<file path="src/sv/sem_queue.sv">
// two-entry command queue between the front and the back
// no dependencies
module sem_queue #(
  parameter int W = 22
) (
  input  logic         clk_i,
  input  logic         rst_ni,
  input  logic         push_i,
  input  logic [W-1:0] data_i,
  output logic         full_o,
  input  logic         pop_i,
  output logic         valid_o,
  output logic [W-1:0] data_o
);

  logic [W-1:0] ent_q [2];
  logic         wptr_q, rptr_q;
  logic [1:0]   cnt_q;

  assign full_o  = (cnt_q == 2'd2);
  assign valid_o = (cnt_q != 2'd0);
  assign data_o  = ent_q[rptr_q];

  always_ff @(posedge clk_i) begin
    if (push_i) begin
      ent_q[wptr_q] <= data_i;
    end
  end

  always_ff @(posedge clk_i or negedge rst_ni) begin
    if (!rst_ni) begin
      wptr_q <= 1'b0;
      rptr_q <= 1'b0;
      cnt_q  <= 2'd0;
    end else begin
      if (push_i) wptr_q <= ~wptr_q;
      if (pop_i)  rptr_q <= ~rptr_q;
      cnt_q <= cnt_q + 2'(push_i) - 2'(pop_i);
    end
  end

  a_no_overflow: assert property (@(posedge clk_i) disable iff (!rst_ni)
    push_i |-> (!full_o || pop_i))
    else $error("queue pushed while full");

  a_no_underflow: assert property (@(posedge clk_i) disable iff (!rst_ni)
    pop_i |-> valid_o)
    else $error("queue popped while empty");

endmodule

</file>
<file path="config.mk">
export PLATFORM = sky130hd
export DESIGN_NAME = sem_queue
export DESIGN_NICKNAME = d
export VERILOG_FILES = /design/src/sv/sem_queue.sv
export SDC_FILE = /design/constraint.sdc
export NUM_CORES = 1
export LEC_CHECK = 0
export BUFFER_PORTS_ARGS = -buffer_cell sky130_fd_sc_hd__buf_2
export CAP_MARGIN = 20
export CORE_MARGIN = 2
export CORE_UTILIZATION = 53
export CTS_CLUSTER_DIAMETER = 40
export DETAILED_ROUTE_END_ITERATION = 16
export PLACE_DENSITY = 0.9
export SYNTH_ARGS = -nofsm -noshare
export SYNTH_HDL_FRONTEND = slang
export SYNTH_SLANG_ARGS = --single-unit
</file>
<file path="constraint.sdc">
create_clock -name clk_i -period 5.54 [get_ports clk_i]
set_clock_uncertainty 0.15 [all_clocks]
set_input_delay 0.277 -clock clk_i [delete_from_list [all_inputs] [get_ports clk_i]]
set_output_delay 0.277 -clock clk_i [all_outputs]
set_load 0.02 [all_outputs]
</file>
* After elaboration in Yosys (flattened, before gate mapping) *
Memory sizes are Yosys's and may differ from the RTL's.
Index checks and enable logic that the tools add are counted.

word-level totals
  logic and storage cells = 12
  register bits after elaboration = 4
  output and inout bits = 24
  memory bits (writable) = 44
  input port bits = 26
  memories kept = 1

memory list
  memory  depth  bits a word  rd ports  clocked after Yosys merged registers in  wr ports  RTL line  source
  ent_q   2      22           1         0                                        1         16        logic [W-1:0] ent_q [2];

operators by class
  reduce and logical (&&, ||, !) cells = 1
  mux-type cells = 2
  eq/ne operators = 1
  $add $sub $neg = 2
  bitwise logic cells = 2

operator list
  cell                                   number
  adder 2 x 1 -> 2 bit                   1
  == test 2 bit (second input constant)  1
  2-to-1 mux 1 bit                       2
  NOT 1 bit                              2
  nonzero test 2 bit                     1
  subtractor 2 x 1 -> 2 bit              1

* Depth between registers and ports, before layout *
  depth in word-level cells = 2
  depth in mapped cells = 5
  mapped depth without buffers = 5

* Worst setup path before layout *
Ideal clock, no wire load.

  path kind = reg-to-reg
  from = register wptr_q
  to = memory ent_q[0][0] (enable)
  buffers on the path = 0
  required time = 4.987 ns
  path slack = 3.584 ns
  cell stages (with the launch flop) = 2
  setup time = 0.403 ns
  data arrival time = 1.403 ns
  cell sequence = dfrtp_1 > nor2b_1

RTL lines
  what                    RTL line  source
  start, declared         17        logic wptr_q, rptr_q;
  start signal, assigned  36        if (push_i) wptr_q <= ~wptr_q;
  end, declared           16

No word-level cell before the write port.

* Final worst setup path *
  from = register rptr_q
  to = output port data_o[12]

between the ends
  cells in the longest elaborated chain, start to end = 1

ends and longest elaborated chain
  what                      RTL line  source
  start, declared           17
  start signal, assigned    37        if (pop_i) rptr_q <= ~rptr_q;
  memory read (2 x 22 bit)  n/a
  end, declared             13        output logic [W-1:0] data_o

Every way passes these cells.

==> flow_summary.ini <==
[route]
detailroute.via_count = 988
viasPerCell = 4.70
wl_per_cell_um = 13.8
ant_nets = 0
post-route-drc-count = 0
drt-initial-drc-count = 40
dr.pass1.iters = 4
drt_wl_total_um = 2910

[finish]
nets = 191
final_common_cell = buf_2
fin_cells = 210
antenna_cells = 0
drive_gt1_share_pct = 48.2
syn_to_final_growth_pct = 33.1
mostFrequentLayoutCells = buf_2, edfxtp_1, dlygate4sd3_1, mux2_2, clkbuf_4
final_util_pct = 72.6

[placement]
place_inst = 176
portBuffers = 49
pre_cts_ws_ns = 3.57
gp_congestion = 0.625
hpwl_um = 1700

[clock_tree]
cts_buffers = 5
htree_levels = 2
clock-root-buffer = clkbuf_4
cts_hold_buf = 25
postCtsSetupBuffers = 0
cts_resized = 0
clock_latency_ns = 0.34
tritoncts = yes
clk_pin_slew_ns = 0.11
clock_path_buffers = 2
clock-sinks = 48

[critical_path]
critPathCaptureType = output pin
critPathKind = reg2out
path_buf_inv = 1
cp.arrival_ns = 1.92
worstPathCellList = mux2_2 > buf_2
start_kind = flip-flop
cp_max_fo = 23
path_delay_family = flip-flops
max_stage_delay_ns = 0.99
required_ns = 5.11
slowest_stage = dfrtp_1

[global_route]
first_global_vias = 1082
overflow = 0
grt_usage_pct = 16.5
antenna_found_initial = 0
grt_max_degree = 24
grt_pass1_wl_um = 4710

[floorplan]
coreArea_um2 = 3280
initial_core_util_pct = 54.5
io_pins = 50
die_h_um = 62.1
rows = 21
die_w_um = 62.1
die_area_um2 = 3860

[synthesis]
synth.distinct_cells = 11
syn_area_per_cell_um2 = 21.6
seq_area_frac_synth_pct = 79.4
synthesis.area_um2 = 1790
syn-instance-count = 83
synth_fp_nets = 111
synth_warnings = 0
ys_ff_latch = 48

[sta]
min_period_ns = 2.35
rsz0062_at_grt = no
fmax_mhz = 425
worst_pin_slew_ns = 1.01
period_share_pct = 42.4
hold_viol_final = 0
slew_viol_final = 0
relSlewSlack_pct = 32.5
finalSetupTns_ns = 0
fin_ws_ns = 3.19
setup_viol = 0

[power_and_ir_drop]
p_sw_share_pct = 32.7
switchingPower_mw = 0.341
seqPwrFrac_pct = 51.6
pwr-share-comb_pct = 34.8
p_per_area_nw_per_um2 = 438
p_leak_nw = 0.936
p_int_mw = 0.704
irDropWorstVdd_v = 0.000426
clkPwrFrac_pct = 13.7

[run]
drv_cap = 0

[min_path]
hold_class = in2async

[outcome]
outcome = complete, no violations
[layout make-up]
class / instances / area, µm²
Sequential cell: 48 / 1420
Fill cell: 212 / 901
Timing Repair Buffer: 75 / 507
Multi-Input combinational cell: 31 / 342
Tap cell: 46 / 57.6
Clock buffer: 7 / 45.0
Inverter: 2 / 7.51
Clock inverter: 1 / 3.75
[power by group through the flow]
stage / Clock (mW) / Combinational, mW / Sequential (mW)
5_1_grt: 0.161 / 0.390 / 0.552
3_3_place_gp: 0 / 0.340 / 0.543
3_5_place_dp: 0 / 0.346 / 0.549
2_1_floorplan: 0 / 0.281 / 0.514
4_1_cts: 0.148 / 0.362 / 0.540
6_report: 0.143 / 0.363 / 0.539
[per-stage QoR]
stage	power (mW)	hold slack (ns)	cell area, µm²
after floorplan	0.795	-0.169	1790
after global routing	1.10	0.113	2380
after detailed placement	0.895	-0.0590	2070
final	1.04	0.121	2380
after CTS	1.05	0.111	2370
after global placement	0.883	-0.0660	2070
[layer usage]
| metal | GRT usage [%] | part of all wire [%] | vias up |
|---|---|---|---|
| met1 | 17.2 | 39 | 469 |
| met2 | 30.2 | 52 | 40 |
| met5 | 0 | 0 | - |
| li1 | - | - | 474 |
| met4 | 7.50 | 2.0 | 0 |
| met3 | 5.07 | 6.7 | 5 |
[registers in the layout, summed over array words and instances, names as in the netlist]
signal  cells
wptr_q      1
cnt_q       2
rptr_q      1
ent_q      44
[final timing paths]
kind,start,to,slack [ns],cells after the start
worst max-delay path,rptr_q$_DFFE_PN0P_,data_o[12],3.19,2
worst min-delay path,rst_ni,cnt_q[1]$_DFF_PN0_,0.12,2
worst max register to register,wptr_q$_DFFE_PN0P_,ent_q[1][21]$_DFFE_PP_,3.78,1
worst min register to register,wptr_q$_DFFE_PN0P_,wptr_q$_DFFE_PN0P_,0.38,1
max in group asynchronous,rst_ni,rptr_q$_DFFE_PN0P_,5.00,2
min in group clk_i,wptr_q$_DFFE_PN0P_,wptr_q$_DFFE_PN0P_,0.38,1
[cell usage after synthesis, drive strengths merged]
master	number	area (µm²)
and2	1	6.26
buf	2	22.5
dfrtp	4	100
edfxtp	44	1320
ha	2	25.0
inv	2	7.51
mux2	22	248
nor2b	2	12.5
or2	1	6.26
xor2	2	17.5
xor3	1	23.8
[kinds of logic after synthesis]
kind of cell,synth area share (%)
mux,13.8
fa+ha+maj,1.40
buf+inv,1.68
xor+xnor,2.31
simple gates,1.40
flops,79.4
Power figures use the tool's default switching activity.
