File: config.mk
export PLATFORM = sky130hd
export DESIGN_NAME = sem_back
export DESIGN_NICKNAME = d
export VERILOG_FILES = /design/src/sv/sem_pkg.sv /design/src/sv/sem_back.sv
export SDC_FILE = /design/constraint.sdc
export NUM_CORES = 2
export LEC_CHECK = 0
export ABC_AREA = 1
export BUFFER_PORTS_ARGS = -buffer_cell sky130_fd_sc_hd__buf_2
export CELL_PAD_IN_SITES_DETAIL_PLACEMENT = 1
export CELL_PAD_IN_SITES_GLOBAL_PLACEMENT = 1
export CORE_ASPECT_RATIO = 1.5
export CORE_UTILIZATION = 40
export CTS_CLUSTER_DIAMETER = 60
export DETAILED_ROUTE_END_ITERATION = 12
export PLACE_DENSITY = 0.74
export SYNTH_ARGS = -nofsm -noshare
export SYNTH_HDL_FRONTEND = slang
export SYNTH_SLANG_ARGS = --single-unit
File: constraint.sdc
create_clock -name clk_i -period 8.1 [get_ports clk_i]
set_input_delay 0.405 -clock clk_i [delete_from_list [all_inputs] [get_ports clk_i]]
set_output_delay 0.405 -clock clk_i [all_outputs]
set_load 0.01 [all_outputs]
File: src/sv/sem_pkg.sv
// shared types, codes and kernel constants for the sobel edge magnitude block
// no dependencies
package sem_pkg;

  localparam int NTAPS = 9;
  localparam int NCH   = 3;
  localparam int PIX_W = 8;

  // above this sum of squares the rounded root is at least 256
  localparam logic [16:0] MAG_LIMIT = 17'd65790;
  localparam logic [7:0]  MAG_MAX   = 8'd255;

  typedef enum logic {
    OP_PIXEL = 1'b0,
    OP_DRAIN = 1'b1
  } op_e;

  typedef enum logic {
    CFG_WIDTH  = 1'b0,
    CFG_HEIGHT = 1'b1
  } cfg_idx_e;

  typedef enum logic [2:0] {
    B_IDLE,
    B_TAPS,
    B_SQR,
    B_SUM,
    B_ROOT,
    B_RND,
    B_OUT
  } back_state_e;

  typedef logic signed [10:0] grad_t;
  typedef logic signed [1:0]  tap_off_t;
  typedef logic signed [2:0]  kern_t;

  typedef struct packed {
    logic       last;
    logic [8:0] tap_ok;
  } tap_cmd_t;

  localparam tap_off_t TAP_DR [NTAPS] = '{-2'sd1, -2'sd1, -2'sd1, 2'sd0, 2'sd0, 2'sd0,
                                          2'sd1, 2'sd1, 2'sd1};
  localparam tap_off_t TAP_DC [NTAPS] = '{-2'sd1, 2'sd0, 2'sd1, -2'sd1, 2'sd0, 2'sd1,
                                          -2'sd1, 2'sd0, 2'sd1};
  localparam kern_t KERN_X [NTAPS] = '{-3'sd1, 3'sd0, 3'sd1, -3'sd2, 3'sd0, 3'sd2,
                                       -3'sd1, 3'sd0, 3'sd1};
  localparam kern_t KERN_Y [NTAPS] = '{-3'sd1, -3'sd2, -3'sd1, 3'sd0, 3'sd0, 3'sd0,
                                       3'sd1, 3'sd2, 3'sd1};

  // pixel times a kernel weight, weights are small so this is add and shift
  function automatic grad_t kmul(logic [PIX_W-1:0] p, kern_t k);
    grad_t pe;
    pe = grad_t'({3'b000, p});
    case (k)
      3'sd1:   kmul = pe;
      -3'sd1:  kmul = -pe;
      3'sd2:   kmul = pe <<< 1;
      -3'sd2:  kmul = -(pe <<< 1);
      default: kmul = '0;
    endcase
  endfunction

endpackage

File: src/sv/sem_back.sv
// back end: gathers the nine taps from the history, forms gx/gy per channel,
// takes the rounded root one bit a cycle and holds the result; uses sem_pkg
module sem_back import sem_pkg::*; #(
  parameter int AW = 12,
  parameter int WW = 11
) (
  input  logic          clk_i,
  input  logic          rst_ni,
  input  logic [WW-1:0] w_i,
  input  logic          q_valid_i,
  input  logic [AW-1:0] q_base_i,
  input  tap_cmd_t      q_cmd_i,
  output logic          q_pop_o,
  output logic          re_o,
  output logic [AW-1:0] raddr_o,
  input  logic [23:0]   rdata_i,
  output logic          out_valid_o,
  input  logic          out_ready_i,
  output logic [23:0]   out_data_o,
  output logic          out_last_o
);

  back_state_e   state_q, state_d;
  logic [3:0]    cnt_q;
  logic [2:0]    bit_q;
  logic [AW-1:0] base_q;
  tap_cmd_t      cmd_q;
  grad_t         gx_q [NCH];
  grad_t         gy_q [NCH];
  logic [20:0]   sqx_q [NCH];
  logic [20:0]   sqy_q [NCH];
  logic [16:0]   s_q [NCH];
  logic          cap_q [NCH];
  logic [7:0]    n_q [NCH];
  logic [7:0]    res_q [NCH];
  logic          ovalid_q;
  logic [23:0]   odata_q;
  logic          olast_q;
  logic          out_load;
  logic [3:0]    tidx, aidx;
  logic [AW-1:0] roff;

  // next state
  always_comb begin
    state_d = state_q;
    case (state_q)
      B_IDLE: if (q_valid_i) state_d = B_TAPS;
      B_TAPS: if (cnt_q == 4'd9) state_d = B_SQR;
      B_SQR:  state_d = B_SUM;
      B_SUM:  state_d = B_ROOT;
      B_ROOT: if (bit_q == 3'd0) state_d = B_RND;
      B_RND:  state_d = B_OUT;
      B_OUT:  if (!ovalid_q || out_ready_i) state_d = B_IDLE;
      default: state_d = B_IDLE;
    endcase
  end

  // outputs toward queue, memory and output register
  always_comb begin
    tidx = (cnt_q < 4'd9) ? cnt_q : 4'd0;
    aidx = (cnt_q != 4'd0) ? cnt_q - 4'd1 : 4'd0;
    case (TAP_DR[tidx])
      -2'sd1:  roff = -AW'(w_i);
      2'sd1:   roff = AW'(w_i);
      default: roff = '0;
    endcase
    raddr_o  = base_q + roff + AW'(signed'(TAP_DC[tidx]));
    re_o     = (state_q == B_TAPS) && (cnt_q < 4'd9);
    q_pop_o  = (state_q == B_IDLE) && q_valid_i;
    out_load = (state_q == B_OUT) && (!ovalid_q || out_ready_i);
  end

  always_ff @(posedge clk_i) begin
    logic [7:0]  p, t;
    logic [15:0] tt;
    logic [16:0] nn;
    logic [21:0] sx, sy;
    case (state_q)
      B_IDLE: begin
        base_q <= q_base_i;
        cmd_q  <= q_cmd_i;
        for (int c = 0; c < NCH; c++) begin
          gx_q[c] <= '0;
          gy_q[c] <= '0;
        end
      end
      B_TAPS: begin
        if (cnt_q != 4'd0) begin
          for (int c = 0; c < NCH; c++) begin
            p = cmd_q.tap_ok[aidx] ? rdata_i[8*c +: 8] : 8'd0;
            gx_q[c] <= gx_q[c] + kmul(p, KERN_X[aidx]);
            gy_q[c] <= gy_q[c] + kmul(p, KERN_Y[aidx]);
          end
        end
      end
      B_SQR: begin
        for (int c = 0; c < NCH; c++) begin
          sx = 22'(gx_q[c] * gx_q[c]);
          sy = 22'(gy_q[c] * gy_q[c]);
          sqx_q[c] <= sx[20:0];
          sqy_q[c] <= sy[20:0];
        end
      end
      B_SUM: begin
        for (int c = 0; c < NCH; c++) begin
          s_q[c]   <= 17'(sqx_q[c] + sqy_q[c]);
          cap_q[c] <= (22'(sqx_q[c]) + 22'(sqy_q[c])) > 22'(MAG_LIMIT);
          n_q[c]   <= '0;
        end
      end
      B_ROOT: begin
        for (int c = 0; c < NCH; c++) begin
          t  = n_q[c] | (8'd1 << bit_q);
          tt = 16'(t) * 16'(t);
          if ({1'b0, tt} <= s_q[c]) n_q[c] <= t;
        end
      end
      B_RND: begin
        for (int c = 0; c < NCH; c++) begin
          nn = 17'(16'(n_q[c]) * 16'(n_q[c])) + 17'(n_q[c]);
          if (cap_q[c]) res_q[c] <= MAG_MAX;
          else if (s_q[c] > nn) res_q[c] <= (n_q[c] == MAG_MAX) ? MAG_MAX : n_q[c] + 8'd1;
          else res_q[c] <= n_q[c];
        end
      end
      default: ;
    endcase
    if (out_load) begin
      odata_q <= {res_q[2], res_q[1], res_q[0]};
      olast_q <= cmd_q.last;
    end
  end

  always_ff @(posedge clk_i or negedge rst_ni) begin
    if (!rst_ni) begin
      state_q  <= B_IDLE;
      cnt_q    <= '0;
      bit_q    <= '0;
      ovalid_q <= 1'b0;
    end else begin
      state_q <= state_d;
      cnt_q   <= (state_q == B_TAPS) ? cnt_q + 4'd1 : 4'd0;
      bit_q   <= (state_q == B_ROOT) ? bit_q - 3'd1 : 3'd7;
      if (out_load)         ovalid_q <= 1'b1;
      else if (out_ready_i) ovalid_q <= 1'b0;
    end
  end

  assign out_valid_o = ovalid_q;
  assign out_data_o  = odata_q;
  assign out_last_o  = olast_q;

  a_pop_has_cmd: assert property (@(posedge clk_i) disable iff (!rst_ni)
    q_pop_o |=> (state_q == B_TAPS && cnt_q == 4'd0))
    else $error("command popped without tap gathering");

  a_taps_len: assert property (@(posedge clk_i) disable iff (!rst_ni)
    (state_q == B_TAPS && cnt_q == 4'd9) |=> state_q == B_SQR)
    else $error("tap gathering overran");

  a_root_len: assert property (@(posedge clk_i) disable iff (!rst_ni)
    $rose(state_q == B_ROOT) |-> bit_q == 3'd7)
    else $error("root iteration started mid-count");

  a_no_load_over: assert property (@(posedge clk_i) disable iff (!rst_ni)
    out_load |-> (!ovalid_q || out_ready_i))
    else $error("result overwritten before taken");

endmodule

### Word level (Yosys, flattened, before mapping)

Memory sizes are Yosys's and may differ from the RTL's. A register that Yosys moved wholly into a read port is not among the register bits.
Cells that the tools add are included.
W data, S select, Z words.

| storage, ports and cells | value |
|---|---|
| memory bits (read-only) | 160 |
| input bits | 61 |
| bits in latches | 0 |
| memory bits (writable) | 294 |
| memories | 12 |
| bits in registers | 34 |
| output and inout port bits | 40 |
| word-level logic and storage cells | 242 |

Memories:

| memory | words | bits a word | rd ports | clocked after Yosys merged registers in | write ports | line | source |
|---|---|---|---|---|---|---|---|
| sqx_q | 3 | 21 | 3 | 0 | 3 | sem_back.sv:30 | `logic [20:0] sqx_q [NCH];` |
| sqy_q | 3 | 21 | 3 | 0 | 3 | sem_back.sv:31 | `logic [20:0] sqy_q [NCH];` |
| s_q | 3 | 17 | 3 | 0 | 3 | sem_back.sv:32 | `logic [16:0] s_q [NCH];` |
| (no name shown) | 16 | 3 | 1 | 0 | 0 | sem_back.sv:92 | `gy_q[c] <= gy_q[c] + kmul(p, KERN_Y[aidx]);` |
| (no name shown) | 16 | 3 | 1 | 0 | 0 | sem_back.sv:91 | `gx_q[c] <= gx_q[c] + kmul(p, KERN_X[aidx]);` |
| gx_q | 3 | 11 | 3 | 0 | 3 | sem_back.sv:28 | `grad_t gx_q [NCH];` |
| 6 more memories | -- | -- | -- | -- | -- | -- |  |

| cells by class | value |
|---|---|
| multiply operators | 12 |
| $add $sub $neg | 30 |
| magnitude comparators | 13 |
| shift operators | 1 |
| divide/modulo/power cells | 0 |
| muxes and demuxes | 112 |
| bitwise logic cells | 20 |
| reduce and logical (&&, ||, !) cells | 10 |
| equality and inequality tests | 24 |

Operators with widths:

| cell | number |
|---|---|
| $pmux W11 S4 | 6 |
| $mux W11 | 18 |
| $mul A11 B11 Y21 | 6 |
| $mux W8 | 15 |
| $mul A8 B8 Y16 | 6 |
| $add A11 B11 Y11 | 6 |
| $add A21 B21 Y22 | 3 |
| $gt A22 B17 Y1 const B | 3 |
| $mux W1 | 54 |
| $add A16 B8 Y17 | 3 |
| $add A17 B17 Y17 | 3 |
| $gt A17 B17 Y1 | 3 |
| $le A16 B17 Y1 | 3 |
| $neg A8 Y11 | 3 |
| $neg A9 Y11 | 3 |
| $mux W3 | 9 |
| $add A12 B12 Y12 | 2 |
| $add A8 B1 Y8 const B | 3 |
| $eq A8 B8 Y1 const B | 3 |
| $or A8 B8 Y8 | 3 |
| $pmux W12 S2 | 1 |
| $eq A3 B3 Y1 const B | 7 |
| $pmux W3 S7 | 1 |
| $or A1 B1 Y1 | 15 |
| 26 further kinds | 43 |

### Depth between registers and ports, before layout

| depth | value |
|---|---|
| depth after elaboration | 12 |
| depth in mapped cells | 39 |
| mapped depth without buffers | 38 |

### Least setup slack after synthesis

No wires, ideal clock.

| path | value |
|---|---|
| kind | register to register |
| from | mem n_q[2][5], in the netlist n_q[0][21] |
| to | mem n_q[2][1], in the netlist n_q[0][17] (data pin) |
| buffers on the path | 3 |
| data required time | 7.849 ns |
| stages on the path, launching flop included | 31 |
| period minus slack after synthesis | 6.602 ns |
| data arrival time | 6.351 ns |
| setup time | 0.251 ns |
| slack | 1.498 ns |
| path through | edfxtp_1 > clkbuf_1 > inv_1 > nand2_1 > clkbuf_1 > nand2_1 > fa_1 > inv_1 > fa_1 > fa_1 > inv_1 > fa_1 > inv_1 > ha_1 > inv_1 > o311ai_0 > a31oi_1 > o21ai_0 > xor2_1 > inv_1 > ha_1 > nand4_1 > nor3_1 > nand3_1 > o211ai_1 > o41ai_1 > nand2_1 > nand3_1 > clkbuf_1 > nand2_1 > inv_1 |

RTL lines:

| element | line | source |
|---|---|---|
| from (decl) | sem_back.sv:34 | `logic [7:0] n_q [NCH];` |

==> summary.md <==
| Metric | Value |
|---|---|
| Status | `completed` |
| Yosys top cell area share | `0.276` |
| Hold slack | `0.236 ns` |
| Max-slew violation count | `0` |
| Hold/Removal Path Class | `in2async` |
| Startpoint types | `flip-flop` |
| Largest net degree at the start of global routing | `72` |
| Via count | `43,958` |
| Initial core utilization | `0.403` |
| Mean Syn Cell Area | `8.38 um2` |
| Tmin final | `7.52 ns` |
| Fmax | `133 MHz` |
| Final setup fails | `0` |
| Synthesized instance count | `6,886` |
| Placed instance area | `0.0602 mm2` |
| First-pass GRT wire length | `251 mm` |
| Final Cycle Share | `0.929` |
| Post-synth EDFFs | `335` |
| CTS clk-pin slew, worst paths | `0.06 ns` |
| Routed Antenna Nets | `0` |
| Seq/Total Area, Yosys | `0.179` |
| Average wire per standard cell | `16.9 um` |
| Vias per inst | `4.96` |
| Die ar. | `0.146 mm2` |
| Yosys cell types | `65` |
| Total CTS buffers | `45` |
| CTS Sinks | `346` |
| Worst skew pair latency | `0.66 ns` |
| Rows | `170` |
| Synth warn | `0` |
| Worst EP required | `8.60 ns` |
| PortBufs | `100` |
| Clock root cell | `clkbuf_16` |
| PostCTS Resize Cnt | `0` |
| # DRC | `0` |
| Synth area leaders | `fa_1, edfxtp_1, ha_1` |
| DR iter-0 viols | `1,515` |
| Largest stage delay on the critical path | `0.61 ns` |
| H-Tree Depth | `2` |
| Dominant cell type by area after synthesis | `fa_1` |
| Ys async rst share | `0.0318` |
| HPWL after detailed placement | `129 mm` |
| Final TNS setup | `0 ns` |
| Core ar. | `0.143 mm2` |
| Ratio of cells with drive above 1 in the final layout | `0.0374` |
| Vert. Die Dim | `467 um` |
| Critical path class | `reg2reg` |
| Mapped Nets | `8,419` |
| Storage cell area | `0.0103 mm2` |
| MaxCap Viol Count | `0` |
| Ys flop type | `edfxtp_1` |
| Vias in the first global route | `50,348` |
| Layout Nets | `8,474` |
| PnR worst setup slack | `0.579 ns` |
| Remaining Overflow, GRT | `0` |
| Pre-CTS setup slack | `0.569 ns` |
| Critical path arrival | `8.02 ns` |
| Die Wd | `312 um` |
| Critical path's slowest cell | `o311ai_0` |
| Fill cells | `17,170` |
| Clk_skew | `0.0581 ns` |
| Gpl congestion | `0.861` |
| RSZ-0062 raised after global routing | `no` |
| Slew @ Worst Pin | `1.08 ns` |
| Gr usage total | `0.213` |
| Design area | `0.0619 mm2` |
| Antenna violations before repair | `3` |
| Crit end category | `flip-flop` |
| Top-count cell post-synth | `inv_1` |
| Rel. slew slack | `0.280` |
| CTS tree | `done` |
| Flops & latches, synth | `346` |
| P&R area growth vs syn | `7.31%` |
| CP most frequent cell | `inv_1` |
| Drt total wl | `150 mm` |
| Mapped Area | `0.0577 mm2` |
| Maximum fanout along the worst path | `24` |
| Post-synth top cells | `inv_1, nand2_1, fa_1` |
| Final-report hold violation count | `0` |
| Area of the multi-input gates | `0.0397 mm2` |
| Clock buffer depth | `3` |
| Drt pass-1 iters | `6` |
| Ports | `101` |
-- kinds of logic (layout without fill, tap and decap cells) --
logic type / Yosys count / after routing / synth area share
buf+inv: 2044 / 2134 / 0.134
other cells: 2 / 5 / 0.000130
flops: 346 / 346 / 0.179
fa+ha+maj: 1472 / 1472 / 0.423
simple gates: 1914 / 1914 / 0.137
xor+xnor: 322 / 322 / 0.0489
compound gates: 786 / 786 / 0.0783
-- area by class of cell --
type	count	area share
tap	1892	0.0382
inverter	1915	0.116
antenna	3	0.000121
clock buffer	51	0.0185
timing repair buffer	137	0.0135
multi-input combinational	4496	0.641
sequential	346	0.167
clock inverter	31	0.00584
-- registers in the layout, summed over array words and instances (netlist names) --
signal and cells:
base_q 12, bit_q 3, cap_q 3, cmd_q 10, cnt_q 4, gx_q 33, gy_q 33, n_q 24
out_data_o 24, out_last_o 1, out_valid_o 1, res_q 24, s_q 51, sqx_q 60, sqy_q 60, state_q 3
-- worst max-delay path, delay by kind of cell, from the launching register on --
kind	cells	cell delay (ns)
adders and majority gates	7	2.97
AOI/OAI and AO/OA	8	1.71
and+or+nand+nor	6	1.26
buffers and inverters	8	0.82
DFF	1	0.41
xor gates and xnor gates	1	0.16
-- path summary, 6_finish.rpt --
| kind | startpoint | cells past startpoint | slack, ns | to |
|---|---|---|---|---|
| min reg2reg | res_q[1][2]$_DFFE_PP_ | 0 | 0.42 | out_data_o[10]$_DFFE_PP_ |
| max in group asynchronous | rst_ni | 2 | 7.55 | state_q[2]$_DFFE_PN0P_ |
| min | rst_ni | 2 | 0.24 | cnt_q[3]$_DFF_PN0_ |
| min in group clk_i | q_valid_i | 3 | 0.30 | state_q[0]$_DFFE_PN0P_ |
| max | bit_q[1]$_DFF_PN0_ | 30 | 0.58 | n_q[0][18]$_SDFFCE_PN0P_ |
| max reg2reg | bit_q[1]$_DFF_PN0_ | 30 | 0.58 | n_q[0][18]$_SDFFCE_PN0P_ |
-- metrics by stage --
step,util,cells
detailed placement,0.420,8762
global route,0.433,8871
finish,0.433,8871
global placement,0.420,8762
CTS,0.433,8868
floorplan,-,6886
-- timing repair --
action                                  CTS  global route
hold endpoints to repair                 34             0
setup buffers                             0             0
hold buffers                             24             0
endpoints found under the setup margin    0             0
-- cell usage in the layout (no fill, tap or decap), drive strengths merged, types with 18 or more instances in the layout --
cell         netlist  layout
xnor2            112     112
a21o              32      32
nand2           1248    1248
nor2             322     322
or2               29      29
o31ai             18      18
inv             1907    1913
clkbuf           113      51
a31oi             18      18
fa               796     796
nand3            182     182
nand4             44      44
o211ai            18      18
o21bai            20      20
edfxtp           335     335
nor3              43      43
a21oi            362     362
ha               676     676
xor2             210     210
clkinv             8      28
nand3b            31      31
o21ai            225     225
buf               16     113
dlygate4sd3        0      24
-- metal layers --
| metal | vias up | GRT usage | wire, um |
|---|---|---|---|
| met5 | - | 0 | 0 |
| li1 | 21171 | - | - |
| met2 | 491 | 0.426 | 83900 |
| met4 | 0 | 0.0840 | 6170 |
| met3 | 264 | 0.0153 | 2630 |
| met1 | 22032 | 0.228 | 57500 |
Power is left out: the tool's default activity adds up to more than one toggle a clock period on the data nets, which glitch-free logic cannot reach.
