[config.mk]
export PLATFORM = sky130hd
export DESIGN_NAME = sem_front
export DESIGN_NICKNAME = d
export VERILOG_FILES = /design/src/sv/sem_pkg.sv /design/src/sv/sem_front.sv
export SDC_FILE = /design/constraint.sdc
export NUM_CORES = 1
export LEC_CHECK = 0
export BUFFER_PORTS_ARGS = -buffer_cell sky130_fd_sc_hd__buf_4
export CAP_MARGIN = 20
export CORE_UTILIZATION = 35
export DETAILED_ROUTE_END_ITERATION = 10
export SETUP_SLACK_MARGIN = 0.1
export SYNTH_ARGS = -nofsm -noshare
export SYNTH_HDL_FRONTEND = slang
export SYNTH_SLANG_ARGS = --single-unit
[constraint.sdc]
create_clock -name clk_i -period 5.2 [get_ports clk_i]
set_input_delay 0.26 -clock clk_i [delete_from_list [all_inputs] [get_ports clk_i]]
set_output_delay 0.26 -clock clk_i [all_outputs]
set_load 0.005 [all_outputs]
[src/sv/sem_pkg.sv]
// shared types, codes and kernel constants for the sobel edge magnitude block
// no dependencies
package sem_pkg;

  localparam int NTAPS = 9;
  localparam int NCH   = 3;
  localparam int PIX_W = 8;

  // above this sum of squares the rounded root is at least 256
  localparam logic [16:0] MAG_LIMIT = 17'd65790;
  localparam logic [7:0]  MAG_MAX   = 8'd255;

  typedef enum logic {
    OP_PIXEL = 1'b0,
    OP_DRAIN = 1'b1
  } op_e;

  typedef enum logic {
    CFG_WIDTH  = 1'b0,
    CFG_HEIGHT = 1'b1
  } cfg_idx_e;

  typedef enum logic [2:0] {
    B_IDLE,
    B_TAPS,
    B_SQR,
    B_SUM,
    B_ROOT,
    B_RND,
    B_OUT
  } back_state_e;

  typedef logic signed [10:0] grad_t;
  typedef logic signed [1:0]  tap_off_t;
  typedef logic signed [2:0]  kern_t;

  typedef struct packed {
    logic       last;
    logic [8:0] tap_ok;
  } tap_cmd_t;

  localparam tap_off_t TAP_DR [NTAPS] = '{-2'sd1, -2'sd1, -2'sd1, 2'sd0, 2'sd0, 2'sd0,
                                          2'sd1, 2'sd1, 2'sd1};
  localparam tap_off_t TAP_DC [NTAPS] = '{-2'sd1, 2'sd0, 2'sd1, -2'sd1, 2'sd0, 2'sd1,
                                          -2'sd1, 2'sd0, 2'sd1};
  localparam kern_t KERN_X [NTAPS] = '{-3'sd1, 3'sd0, 3'sd1, -3'sd2, 3'sd0, 3'sd2,
                                       -3'sd1, 3'sd0, 3'sd1};
  localparam kern_t KERN_Y [NTAPS] = '{-3'sd1, -3'sd2, -3'sd1, 3'sd0, 3'sd0, 3'sd0,
                                       3'sd1, 3'sd2, 3'sd1};

  // pixel times a kernel weight, weights are small so this is add and shift
  function automatic grad_t kmul(logic [PIX_W-1:0] p, kern_t k);
    grad_t pe;
    pe = grad_t'({3'b000, p});
    case (k)
      3'sd1:   kmul = pe;
      -3'sd1:  kmul = -pe;
      3'sd2:   kmul = pe <<< 1;
      -3'sd2:  kmul = -(pe <<< 1);
      default: kmul = '0;
    endcase
  endfunction

endpackage

[src/sv/sem_front.sv]
// front end: takes items, writes pixels to the history, tracks output position
// and hands a tap command for every result to the queue; uses sem_pkg
module sem_front import sem_pkg::*; #(
  parameter int AW = 12,
  parameter int WW = 11,
  parameter int HW = 13,
  parameter int PW = 11,
  parameter int MAX_WIDTH = 1024
) (
  input  logic            clk_i,
  input  logic            rst_ni,
  input  logic            accept_i,
  input  op_e             op_i,
  input  logic [23:0]     pix_i,
  input  logic [WW-1:0]   w_i,
  input  logic [HW-1:0]   h_i,
  output logic            we_o,
  output logic [AW-1:0]   waddr_o,
  output logic [23:0]     wdata_o,
  output logic            push_o,
  output logic [AW-1:0]   base_o,
  output tap_cmd_t        cmd_o
);

  logic [AW-1:0] wp_q, wp_d;
  logic [PW-1:0] pend_q, pend_d, pend_n;
  logic [WW-1:0] col_q, col_d;
  logic [HW-1:0] row_q, row_d;
  logic          is_pix, emit;
  logic [PW:0]   wx, px;
  logic [WW:0]   colx, wwx;
  logic [HW:0]   rowx, hhx;
  logic [2:0]    rok, cok;
  logic [8:0]    offok;

  always_comb begin
    is_pix = (op_i == OP_PIXEL);
    wp_d   = is_pix ? wp_q + AW'(1) : wp_q;
    pend_n = is_pix ? pend_q + PW'(1) : pend_q;
    wx     = (PW+1)'(w_i);
    px     = {1'b0, pend_n};
    emit   = is_pix ? (px > wx + (PW+1)'(1)) : (pend_q != '0);
    pend_d = emit ? pend_n - PW'(1) : pend_n;

    colx = {1'b0, col_q};
    wwx  = {1'b0, w_i};
    rowx = {1'b0, row_q};
    hhx  = {1'b0, h_i};
    // out-of-frame neighbors: index 0 is the previous row/column, 2 the next
    rok[0] = (row_q != '0) && (rowx - (HW+1)'(1) < hhx);
    rok[1] = rowx < hhx;
    rok[2] = rowx + (HW+1)'(1) < hhx;
    cok[0] = (col_q != '0) && (colx - (WW+1)'(1) < wwx);
    cok[1] = colx < wwx;
    cok[2] = colx + (WW+1)'(1) < wwx;
    // taps that have not arrived yet
    offok      = '1;
    offok[5]   = px > (PW+1)'(1);
    offok[6]   = wx - (PW+1)'(1) < px;
    offok[7]   = wx < px;
    offok[8]   = wx + (PW+1)'(1) < px;
    for (int k = 0; k < NTAPS; k++) begin
      cmd_o.tap_ok[k] = offok[k] & rok[2'(TAP_DR[k] + 2'sd1)] & cok[2'(TAP_DC[k] + 2'sd1)];
    end
    cmd_o.last = (rowx + (HW+1)'(1) == hhx) && (colx + (WW+1)'(1) == wwx);
    base_o     = wp_d - AW'(pend_n);

    col_d = col_q;
    row_d = row_q;
    if (emit) begin
      if (colx + (WW+1)'(1) >= wwx) begin
        col_d = '0;
        row_d = (rowx + (HW+1)'(1) >= hhx) ? '0 : row_q + HW'(1);
      end else begin
        col_d = col_q + WW'(1);
      end
    end
  end

  assign we_o    = accept_i && is_pix;
  assign waddr_o = wp_q;
  assign wdata_o = pix_i;
  assign push_o  = accept_i && emit;

  always_ff @(posedge clk_i or negedge rst_ni) begin
    if (!rst_ni) begin
      wp_q   <= '0;
      pend_q <= '0;
      col_q  <= '0;
      row_q  <= '0;
    end else if (accept_i) begin
      wp_q   <= wp_d;
      pend_q <= pend_d;
      col_q  <= col_d;
      row_q  <= row_d;
    end
  end

  a_pend_bound: assert property (@(posedge clk_i) disable iff (!rst_ni)
    (PW+1)'(pend_q) <= (PW+1)'(MAX_WIDTH + 1))
    else $error("pending count beyond one row plus one");

endmodule

Word level (Yosys, flattened, before mapping)
Cells that the tools add are included.
{"block": "word_totals", "memories": 0, "latchBits": 0, "wordCells": 45, "ram_bits": 0, "regBits": 47, "mem_bits_ro": 0}
{"block": "classes", "n_shift": 0, "n_eq_ne": 2, "n_bitwise": 5, "addsub": 11, "multipliers": 0, "n_mux": 6, "reduce_logical": 10, "div_mod_pow": 0, "n_lt_le_gt_ge": 7}
{"operator": "two-way mux 11 bit", "count": 3}
{"operator": "adder 11 x 1 -> 12 bit (second input constant)", "count": 2}
{"operator": "adder 11 x 1 -> 11 bit (second input constant)", "count": 2}
{"operator": "nonzero test 11 bit", "count": 2}
{"operator": "adder 13 x 1 -> 14 bit (second input constant)", "count": 1}
{"operator": "equality test 14 x 13 -> 1 bit", "count": 1}
{"operator": ">= comparator 14 x 13 -> 1 bit", "count": 1}
{"operator": "< comparator 14 x 13 -> 1 bit", "count": 1}
{"operator": "subtractor 13 x 1 -> 14 bit (second input constant)", "count": 1}
{"operator": "adder 13 x 1 -> 13 bit (second input constant)", "count": 1}
{"operator": "< comparator 13 bit", "count": 1}
{"operator": "two-way mux 13 bit", "count": 1}
{"operator": "nonzero test 13 bit", "count": 1}
{"operator": "adder 12 x 1 -> 12 bit (second input constant)", "count": 1}
{"operator": "equality test 12 x 11 -> 1 bit", "count": 1}
{"operator": ">= comparator 12 x 11 -> 1 bit", "count": 1}
{"operator": "greater-than comparator 11 x 12 -> 1 bit", "count": 1}
{"operator": "< comparator 12 x 11 -> 1 bit", "count": 1}
{"operator": "two-way mux 12 bit", "count": 1}
{"operator": "subtractor 11 x 1 -> 12 bit (second input constant)", "count": 1}
{"operator": "subtractor 12 x 11 -> 12 bit", "count": 1}
{"operator": "< comparator 11 bit", "count": 1}
{"operator": "subtractor 11 x 1 -> 11 bit (second input constant)", "count": 1}
{"operator": "logical AND 1 bit", "count": 5}
{"operator": "other kinds (5)", "count": 8}

Depth between registers and ports, before layout
Gate-level depths: netlist (run 1).
{"block": "depth", "word_depth": 5, "mapped_depth": 18, "depth_no_buf": 15}

Least setup slack after synthesis (run 1)
OpenSTA, ideal clock, no wires.
{"block": "synth_timing", "kind": "register to output", "startpoint": "reg pend_q[0]", "endpoint": "out base_o[11]", "arrival_ps": 3232, "path_stages_with_launch": 15, "slack_ps": 1708, "t_required_ps": 4940, "path_cell_list": "dfrtp_1 > buf_4 > inv_1 > ha_1 > mux2i_1 > ha_1 > a31o_2 > a21o_1 > a31o_2 > maj3_1 > a21oi_1 > o21ai_1 > a21o_1 > a21oi_1 > xnor2_1"}
{"block": "synth_between", "elab_chain_len": 3}
{"element": "from (decl)", "line_no": "sem_front.sv:26", "text": "logic [PW-1:0] pend_q, pend_d, pend_n;"}
{"element": "from (signal assigned)", "line_no": "sem_front.sv:93", "text": "pend_q <= pend_d;"}
{"element": "adder 11 x 1 -> 11 bit", "line_no": "sem_front.sv:39", "text": "pend_n = is_pix ? pend_q + PW'(1) : pend_q;"}
{"element": "two-way mux 11 bit (*)", "line_no": "sem_front.sv:39"}
{"element": "subtractor 12 x 11 -> 12 bit (*)", "line_no": "sem_front.sv:66", "text": "base_o = wp_d - AW'(pend_n);"}
{"element": "to (decl)", "line_no": "sem_front.sv:21", "text": "output logic [AW-1:0] base_o,"}
Every way passes the cells marked *; elsewhere a longest branch is shown, timed or not.

Worst setup path in the final report (run 1)
Ends and elaborated chain as after synthesis.

==> results of run 1 <==
synth_stat cells, types with 13 or more instances:
cell type | instances | area, µm²
nand2b_1 | 14 | 87.58
o21a_1 | 24 | 180.2
nor2_1 | 33 | 123.9
buf_4 | 30 | 225.2
dfrtp_1 | 47 | 1176
a21o_1 | 13 | 97.59
nand3_1 | 30 | 150.1
clkbuf_1 | 21 | 78.83
ha_1 | 96 | 1201
nand4_1 | 13 | 81.33
and3_1 | 13 | 81.33
xor2_1 | 42 | 367.9
nor2b_1 | 17 | 106.4
a21oi_1 | 16 | 80.08
nor3_1 | 18 | 90.09
inv_1 | 49 | 183.9
o21ai_0 | 36 | 180.2
xnor2_1 | 62 | 543.0
nand2_1 | 53 | 198.9
cell type report:
class                   instances  area [µm²]  area share
multi-input cells             581        4471      0.6646
flip-flops and latches         47        1176      0.1749
repair buffers                 59       442.9     0.06585
well taps                     225       281.5     0.04185
inverters                      49       183.9     0.02734
clock buffers                   5       125.1     0.01860
clock inverters                 3       46.29    0.006882
worst min-delay path by stage:
| stage | end | slack, ns | from | cells past startpoint |
|---|---|---|---|---|
| finish | waddr_o[11]$_DFFE_PN0P_ | -0.007 | rst_ni | 1 |
| global route | waddr_o[11]$_DFFE_PN0P_ | 0.05 | rst_ni | 1 |
| CTS | waddr_o[11]$_DFFE_PN0P_ | 0.02 | rst_ni | 1 |
| detailed placement | waddr_o[11]$_DFFE_PN0P_ | 0.33 | rst_ni | 1 |
| global placement | waddr_o[11]$_DFFE_PN0P_ | 0.33 | rst_ni | 1 |
| floorplan | col_q[0]$_DFFE_PN0P_ | -0.04 | rst_ni | 0 |
power groups by stage:
stage	Sequential, µW	Clock (µW)	Combinational [µW]
finish	637	377	2020
global placement	643	0	2040
CTS	636	387	2060
global route	657	406	2280
detailed placement	643	0	2040
floorplan	551	0	1450
kinds of logic (layout without fill, tap and decap cells):
group | after synthesis | count (layout) | share of synthesized area
AOI/OAI and AO/OA | 129 | 129 | 0.1400
xor gates and xnor gates | 106 | 106 | 0.1532
muxes | 8 | 8 | 0.01625
adders and majority gates | 102 | 102 | 0.2068
DFF | 47 | 47 | 0.1910
and+or+nand+nor | 231 | 231 | 0.2066
buffers and inverters | 107 | 116 | 0.08554
other | 1 | 5 | 0.0006089
registers in the layout (all words and copies together) (netlist names):
| name | cells |
|---|---|
| row_q | 13 |
| waddr_o | 12 |
| col_q | 11 |
| pend_q | 11 |
worst max-delay path: cells and delay by family (launching register included):
family                     cells  cell delay, ns
AOI/OAI and AO/OA              6            1.11
xor gates and xnor gates       2            0.48
adders and majority gates      3            0.94
buffers and inverters          2            0.27
DFF                            1            0.52
and+or+nand+nor                2            0.41
per-stage QoR:
| stage | area, µm² | utilization | hold slack (ns) |
|---|---|---|---|
| after CTS | 6726 | 0.3902 | 0.01930 |
| after global placement | 6555 | 0.3803 | 0.3284 |
| final | 6726 | 0.3902 | -0.007337 |
| after floorplan | 6173 | - | -0.03559 |
| after global routing | 6726 | 0.3902 | 0.05287 |
| after detailed placement | 6555 | 0.3803 | 0.3293 |
per-layer routing:
metal | part of all wire | global-route usage | vias to the layer above | wire, µm
li1 | - | - | 2528 | -
met1 | 0.49 | 0.2237 | 2275 | 6939
met2 | 0.47 | 0.2721 | 80 | 6735
met3 | 0.033 | 0.02215 | 9 | 466
met4 | 0.0084 | 0.03121 | 0 | 120
met5 | 0 | 0 | - | 0
==> impl_metrics.ini, run 1 <==
[timing]
finalCriticalPeriod_ns = 4.282
hold_slack_ns = -0.007337
clock.fmax_ghz = 0.2335
rsz0062_at_grt = false
fin_ws_ns = 0.9182
fin_skew_ns = 0.004330
finalCritPeriodShare = 0.8234
slew_violations = 0
relSlewSlack = 0.5729
tns_ns = 0
final-setup-viol-count = 0
timing_hold_violations_final = 14
max_slew.worst_pin.slew_ns = 0.6407

[cells_and_area]
diodes = 0
final_cell_mix = ha_1, xnor2_1, buf_4, nand2_1, inv_1
nets = 892
final_common_cell = ha_1
final_cells = 969
syn_to_final_growth_pct = 9.224
layout-drive-gt1-share = 0.1331
fillCellCount = 1786

[setup_path]
worstPathRequired_ns = 4.94
worst-r2r-setup-slack_ns = 1.01
worst_path_max_delay_cell = dfrtp_1
cp-startpoint = pend_q[0]$_DFFE_PN0P_
crit_fanout = 7
cp-end-kind = output port
slowest_delay_ns = 0.52
reg2reg_depth = 15
crit_path_end = base_o[11]
r2r-end = row_q[0]$_DFFE_PN0P_
worstSetupPathType = reg2out
arrival_ns = 4.02
path_cells = ha_1 > nor2b_1 > nand3_1 > xnor2_1 > inv_1 > ha_1 > a21o_1 > a31o_2 > maj3_1 > a21oi_1 > o21ai_1 > a21o_1 > a21oi_1 > xnor2_1 > buf_4
timing.rr.start = pend_q[0]$_DFFE_PN0P_
cp-start-kind = flop

[detailed_routing]
wirelength_um = 14260
post_drt_via_cell_ratio = 5.049
post-route-drc-count = 0
ant_nets = 0
drtPass1Iterations = 4
drt-wirelength-per-cell_um = 14.72
drt_iter0_drc = 245
via_count = 4892

[clock_network]
cts-buffers-inserted = 5
post_cts.repair.setup_buffers = 0
clkLatencyLatePin_ns = 0.29
cts.clk_slew.worst_paths_ns = 0.07
cts-root-buf = clkbuf_16
cts_hold_repair.buffers = 0
ctsResizeCount = 0
clock-sinks = 47
clock_path_buffers = 2
htreeDepth = 2
cts_tree = done

[grt]
grt-ovfl-total = 0
grt.total_usage = 0.1628
grt_pass1_wl_um = 23710
first_global_vias = 4645
grt_max_degree = 48
antenna_found_initial = 0

[status]
status = complete, but fails checks
failed_checks = negative hold slack

[floorplanning]
dieArea_um2 = 18130
die-height_um = 134.6
core_um2 = 17240
pin_count = 112
die_width_um = 134.6
initial_core_util = 0.3573
rows = 48

[yosys]
synthArstFlopShare = 1.000
yosysSeqAreaShare = 0.1910
synthesis.area_um2 = 6158
ys.flop_type = dfrtp_1
syn_area_per_cell_um2 = 8.425
ys_warn_count = 0
yosysUniqueCellTypes = 70
synth_edf_count = 0
ys_seq_elements = 47
synthCells = 731

[placement]
gp_congestion = 0.8270
pre_cts_ws_ns = 1.057
io_buffers = 58
placedCellCount = 961
post-dp-hpwl_um = 11450

[power]
powerDensity_nw_per_um2 = 451.5
combPwrFrac = 0.666
power.leakage_uw = 0.003330
clockPowerShare = 0.124
fin_total_pwr_uw = 3037
p_seq_frac = 0.210
vdd_ir_drop_max_mv = 0.4269
p_int_uw = 1702
p_sw_frac = 0.4395
p_switching_uw = 1335

[worst_hold_path]
hold_class = in2async

[job]
cap_violations = 0
(Power assumes the default switching activity.)
==> run 2: changes to the inputs <==
Clock period 5.2 ns to 3.6 ns, I/O delays scaled along.
==> run 2 against run 1 <==
Compared with the run above:
- the flow now finishes without violations
- clock-buffer cell count unchanged
- final cell count increased by 5.2%
- via count is 5.8% higher
- worst hold slack improved by 0.30 ns
- non-clock buffer count grew 51
- register-to-register slack lost 0.74 ns
- first-iteration DRC count rose by 6.1%
- sequential power is 38% higher
- die area did not move
- core utilization rose by 4.1 points
- critical endpoint is now base_o[10]
- largest power group unchanged
- highest routed layer unchanged
==> impl_metrics.ini, run 2 (synthesis results as in run 1) <==
[grt]
grt_pass1_wl_um = 24410
antenna_found_initial = 0
grt-ovfl-total = 0
first_global_vias = 5036
grt_max_degree = 48
grt.total_usage = 0.1669

[power]
powerDensity_nw_per_um2 = 693.3
power.leakage_uw = 0.003604
vdd_ir_drop_max_mv = 0.9403

[floorplanning]
die-height_um = 134.6
dieArea_um2 = 18130
pin_count = 112
die_width_um = 134.6
core_um2 = 17240
rows = 48
initial_core_util = 0.3573

[cells_and_area]
syn_to_final_growth_pct = 20.78
final_cell_mix = buf_4, ha_1, xnor2_1, nand2_1, inv_1
diodes = 0
final_common_cell = buf_4
layout-drive-gt1-share = 0.2544
nets = 943
final_cells = 1019
largest_reg_flops = 13
regMostFlops = row_q

[timing]
final-setup-viol-count = 0
fin_skew_ns = 0.007371
tns_ns = 0
finalCritPeriodShare = 0.9607
relSlewSlack = 0.5773
clock.fmax_ghz = 0.2891
max_slew.worst_pin.slew_ns = 0.6341
timing_hold_violations_final = 0
finalCriticalPeriod_ns = 3.458
rsz0062_at_grt = true
slew_violations = 0

[placement]
post-dp-hpwl_um = 11670
io_buffers = 58
gp_congestion = 0.8054
placedCellCount = 987

[setup_path]
worstSetupPathType = reg2out
worstPathRequired_ns = 3.42
cp-end-kind = output port
worst-r2r-setup-slack_ns = 0.27
reg2reg_depth = 13
cp-start-kind = flop
arrival_ns = 3.28
timing.rr.start = pend_q[0]$_DFFE_PN0P_
r2r-end = pend_q[7]$_DFFE_PN0P_
crit_fanout = 4

[status]
status = completed

[detailed_routing]
via_count = 5176
drt-wirelength-per-cell_um = 14.73
drt_iter0_drc = 260
wirelength_um = 15010
ant_nets = 0
drtPass1Iterations = 4
post_drt_via_cell_ratio = 5.079
post-route-drc-count = 0

[clock_network]
cts-root-buf = clkbuf_16
htreeDepth = 2
clkLatencyLatePin_ns = 0.29
cts-buffers-inserted = 5
clock-sinks = 47
cts.clk_slew.worst_paths_ns = 0.07
clock_path_buffers = 2
cts_tree = done

[worst_hold_path]
hold_class = in2reg
worstHoldStart = accept_i
worstHoldPathCells = 3
min_to = pend_q[2]$_DFFE_PN0P_

[job]
cap_violations = 0
## run 2: changes by cell type in the layout (fill, tap and decap cells not counted), moves of 5 or more
cell	delta
a21oi_1	-5
a21oi_2	+5
buf_4	+47
dfrtp_1	-7
dfrtp_2	+7
ha_1	-11
ha_4	+7
inv_1	-6
inv_2	+5
## run 2: metrics by stage
| step | area, µm² | total power (µW) | utilization | setup WS (ns) | hold slack [ns] |
|---|---|---|---|---|---|
| floorplan | 6173 | 2896 | - | 0.1790 | -0.1156 |
| global placement | 6750 | 4031 | 0.3916 | 0.1014 | 0.2458 |
| detailed placement | 6750 | 4077 | 0.3916 | 0.03008 | 0.2461 |
| CTS | 7121 | 4945 | 0.4131 | 0.06696 | 0.2956 |
| global route | 7438 | 5609 | 0.4315 | 0.01454 | 0.3046 |
| finish | 7438 | 5157 | 0.4315 | 0.1415 | 0.2916 |
## run 2: cell type report
class,instances,area (µm²)
well taps,225,281.5
inverters,49,186.4
multi-input cells,581,4781
clock buffers,5,125.1
fillers,1694,9798
repair buffers,110,842.1
flip-flops and latches,47,1185
clock inverters,2,37.54
## run 2: how the worst max path moves through the flow
stage | start | endpoint | cells past startpoint
finish | pend_q[0]$_DFFE_PN0P_ | base_o[10] | 15
global route | pend_q[0]$_DFFE_PN0P_ | base_o[11] | 14
CTS | waddr_o[0]$_DFFE_PN0P_ | base_o[11] | 13
detailed placement | pend_q[0]$_DFFE_PN0P_ | base_o[11] | 14
global placement | pend_q[0]$_DFFE_PN0P_ | base_o[11] | 14
floorplan | pend_q[1]$_DFFE_PN0P_ | row_q[1]$_DFFE_PN0P_ | 17
## run 2: worst max-delay path: stages (launching register included)
cell and delay, ns:
dfrtp_2 0.42, inv_2 0.07, ha_4 0.26, mux2i_4 0.08, buf_4 0.16, fa_2 0.39
a21o_1 0.18, a21oi_2 0.16, o21bai_1 0.08, maj3_2 0.32, a21oi_2 0.14, nor2b_1 0.07
o21a_1 0.19, o31ai_4 0.19, xnor2_1 0.14, buf_4 0.13
## run 2: power breakdown
| group | total [µW] | internal, µW | switching (µW) |
|---|---|---|---|
| sequential | 876 | 658 | 218 |
| combinational | 3750 | 1990 | 1750 |
| clock | 535 | 324 | 211 |
## run 2: routing by layer
metal  GRT usage  vias up  share of wire
li1            -     2631              -
met3     0.02477       27          0.030
met4     0.05056        0          0.018
met5           0        -              0
met1      0.2174     2420           0.47
met2      0.2838       98           0.48
## run 2: repair_timing
item,CTS,global route
hold endpoints to repair,47,0
pin swaps,14,19
setup endpoints to repair,14,28
resized for setup,29,45
hold buffers,1,0
buffers inserted,8,16
==> run 3: changes to the inputs <==
Clock period 3.6 ns to 3.7 ns, I/O delays scaled along.
==> run 3 against run 2 <==
Compared with the run above:
- clock-buffer cell count unchanged
- non-clock buffer count down 9
- register-to-register slack about the same
- via count down 0.19%
- sequential power down 0.6%
- sequential cell count unchanged
- final cell count down 0.79%
- global-route usage up 0.21 points
- clock skew up 0.0017 ns
- critical endpoint unchanged
- largest power group unchanged
==> impl_metrics.ini, run 3 (synthesis results as in run 1) <==
[status]
status = completed

[power]
p_int_uw = 2860
p_sw_frac = 0.4243
clockPowerShare = 0.110
p_switching_uw = 2108
vdd_ir_drop_max_mv = 0.7267
powerDensity_nw_per_um2 = 680.1
power.leakage_uw = 0.003576
combPwrFrac = 0.714
p_seq_frac = 0.175

[setup_path]
crit_fanout = 5
cp.buffers_inverters = 3
worstPathRequired_ns = 3.51
cp-startpoint = pend_q[0]$_DFFE_PN0P_
r2r-end = pend_q[5]$_DFFE_PN0P_
cp.depth = 15
worstSetupPathType = reg2out
timing.rr.start = pend_q[0]$_DFFE_PN0P_
slowest_delay_ns = 0.43
crit_family = compound AO/OA/AOI/OAI gates
arrival_ns = 3.33
reg2reg_depth = 16
crit_path_end = base_o[10]
cp-start-kind = flop
path_cells = inv_2 > ha_4 > mux2i_4 > buf_6 > fa_2 > a21o_1 > a21oi_2 > o21bai_1 > maj3_2 > a21oi_2 > nor2b_1 > o21a_1 > o31ai_2 > xnor2_1 > buf_4
crit_top_cell = a21oi_2
worst-r2r-setup-slack_ns = 0.26
cp-end-kind = output port
worst_path_max_delay_cell = dfrtp_2

[floorplanning]
initial_core_util = 0.3573
die_width_um = 134.6
die-height_um = 134.6
core_um2 = 17240
dieArea_um2 = 18130
pin_count = 112
rows = 48

[placement]
placedCellCount = 979
post-dp-hpwl_um = 11800
gp_congestion = 0.8203
io_buffers = 58

[detailed_routing]
drtPass1Iterations = 5
via_count = 5166
post-route-drc-count = 0
ant_nets = 0
drt-wirelength-per-cell_um = 15.06
wirelength_um = 15230
drt_iter0_drc = 264
post_drt_via_cell_ratio = 5.110

[clock_network]
htreeDepth = 2
clkLatencyLatePin_ns = 0.30
clock_path_buffers = 2
clock-sinks = 47
cts-buffers-inserted = 5
cts-root-buf = clkbuf_16
cts.clk_slew.worst_paths_ns = 0.08
cts_tree = done

[grt]
antenna_found_initial = 0
first_global_vias = 4986
grt.total_usage = 0.1690
grt_pass1_wl_um = 24600
grt_max_degree = 48
grt-ovfl-total = 0

[cells_and_area]
diodes = 0
multiInputGateArea_um2 = 4700
final_cells = 1011
syn_to_final_growth_pct = 18.63
nets = 934
regMostFlops = row_q
fillCellCount = 1718
final_common_cell = buf_4
seqCellArea_um2 = 1184
largest_reg_flops = 13
final_cell_mix = buf_4, ha_1, xnor2_1, nand2_1, inv_1
layout-drive-gt1-share = 0.2316
final_core_util = 0.4239

[timing]
tns_ns = 0
hold_slack_ns = 0.2897
rsz0062_at_grt = true
timing_hold_violations_final = 0
clock.fmax_ghz = 0.2844
max_slew.worst_pin.slew_ns = 0.6559
finalCriticalPeriod_ns = 3.516
slew_violations = 0
finalCritPeriodShare = 0.9502
fin_skew_ns = 0.009069
final-setup-viol-count = 0
relSlewSlack = 0.5627

[worst_hold_path]
hold_class = in2reg

[job]
cap_violations = 0
run 3: routing by layer:
metal	GRT usage	vias to the layer above	routed length, µm
met1	0.2197	2434	7086
li1	-	2619	-
met3	0.02252	8	563
met5	0	-	0
met4	0.03745	0	120
met2	0.2961	105	7458
run 3: metrics by stage:
step	cell area [µm²]	total power, µW	setup slack, ns
after global placement	6690	3847	0.1026
final	7306	4968	0.1844
after global routing	7306	5407	0.03709
after floorplan	6173	2818	0.2790
after CTS	7056	4703	0.06852
after detailed placement	6690	3870	0.02906
run 3: timing repair:
| item | 4_1_cts | 5_1_grt |
|---|---|---|
| pin swaps | 8 | 18 |
| resized for setup | 24 | 33 |
| buffers inserted | 9 | 14 |
| endpoints found under the setup margin | 12 | 24 |
| hold endpoints to repair | 47 | 0 |
| hold buffers | 1 | 0 |
run 3: power by group through the flow:
stage	registers (µW)	clock network [µW]	logic (µW)
floorplan	774	0	2040
global placement	863	0	2980
detailed placement	862	0	3010
CTS	862	565	3280
global route	895	589	3920
finish	871	549	3550
run 3: how the worst min path moves through the flow:
stage	end	cells after the start	from
global placement	waddr_o[11]$_DFFE_PN0P_	1	rst_ni
detailed placement	waddr_o[11]$_DFFE_PN0P_	1	rst_ni
global route	waddr_o[8]$_DFFE_PN0P_	3	accept_i
floorplan	col_q[0]$_DFFE_PN0P_	0	rst_ni
finish	pend_q[3]$_DFFE_PN0P_	3	accept_i
CTS	pend_q[3]$_DFFE_PN0P_	3	accept_i
run 3: layout make-up:
| class | count | area share |
|---|---|---|
| clock buffer | 5 | 0.01713 |
| tap | 225 | 0.03853 |
| multi-input combinational | 581 | 0.6433 |
| clock inverter | 3 | 0.006508 |
| timing repair buffer | 101 | 0.1074 |
| sequential | 47 | 0.1620 |
| inverter | 49 | 0.02518 |
run 3: tightest hold or removal path, delay by kind of cell:
| family | cells | cell delay (ns) |
|---|---|---|
| simple gates | 1 | 0.11 |
| xor+xnor | 1 | 0.06 |
| buf+inv | 1 | 0.21 |
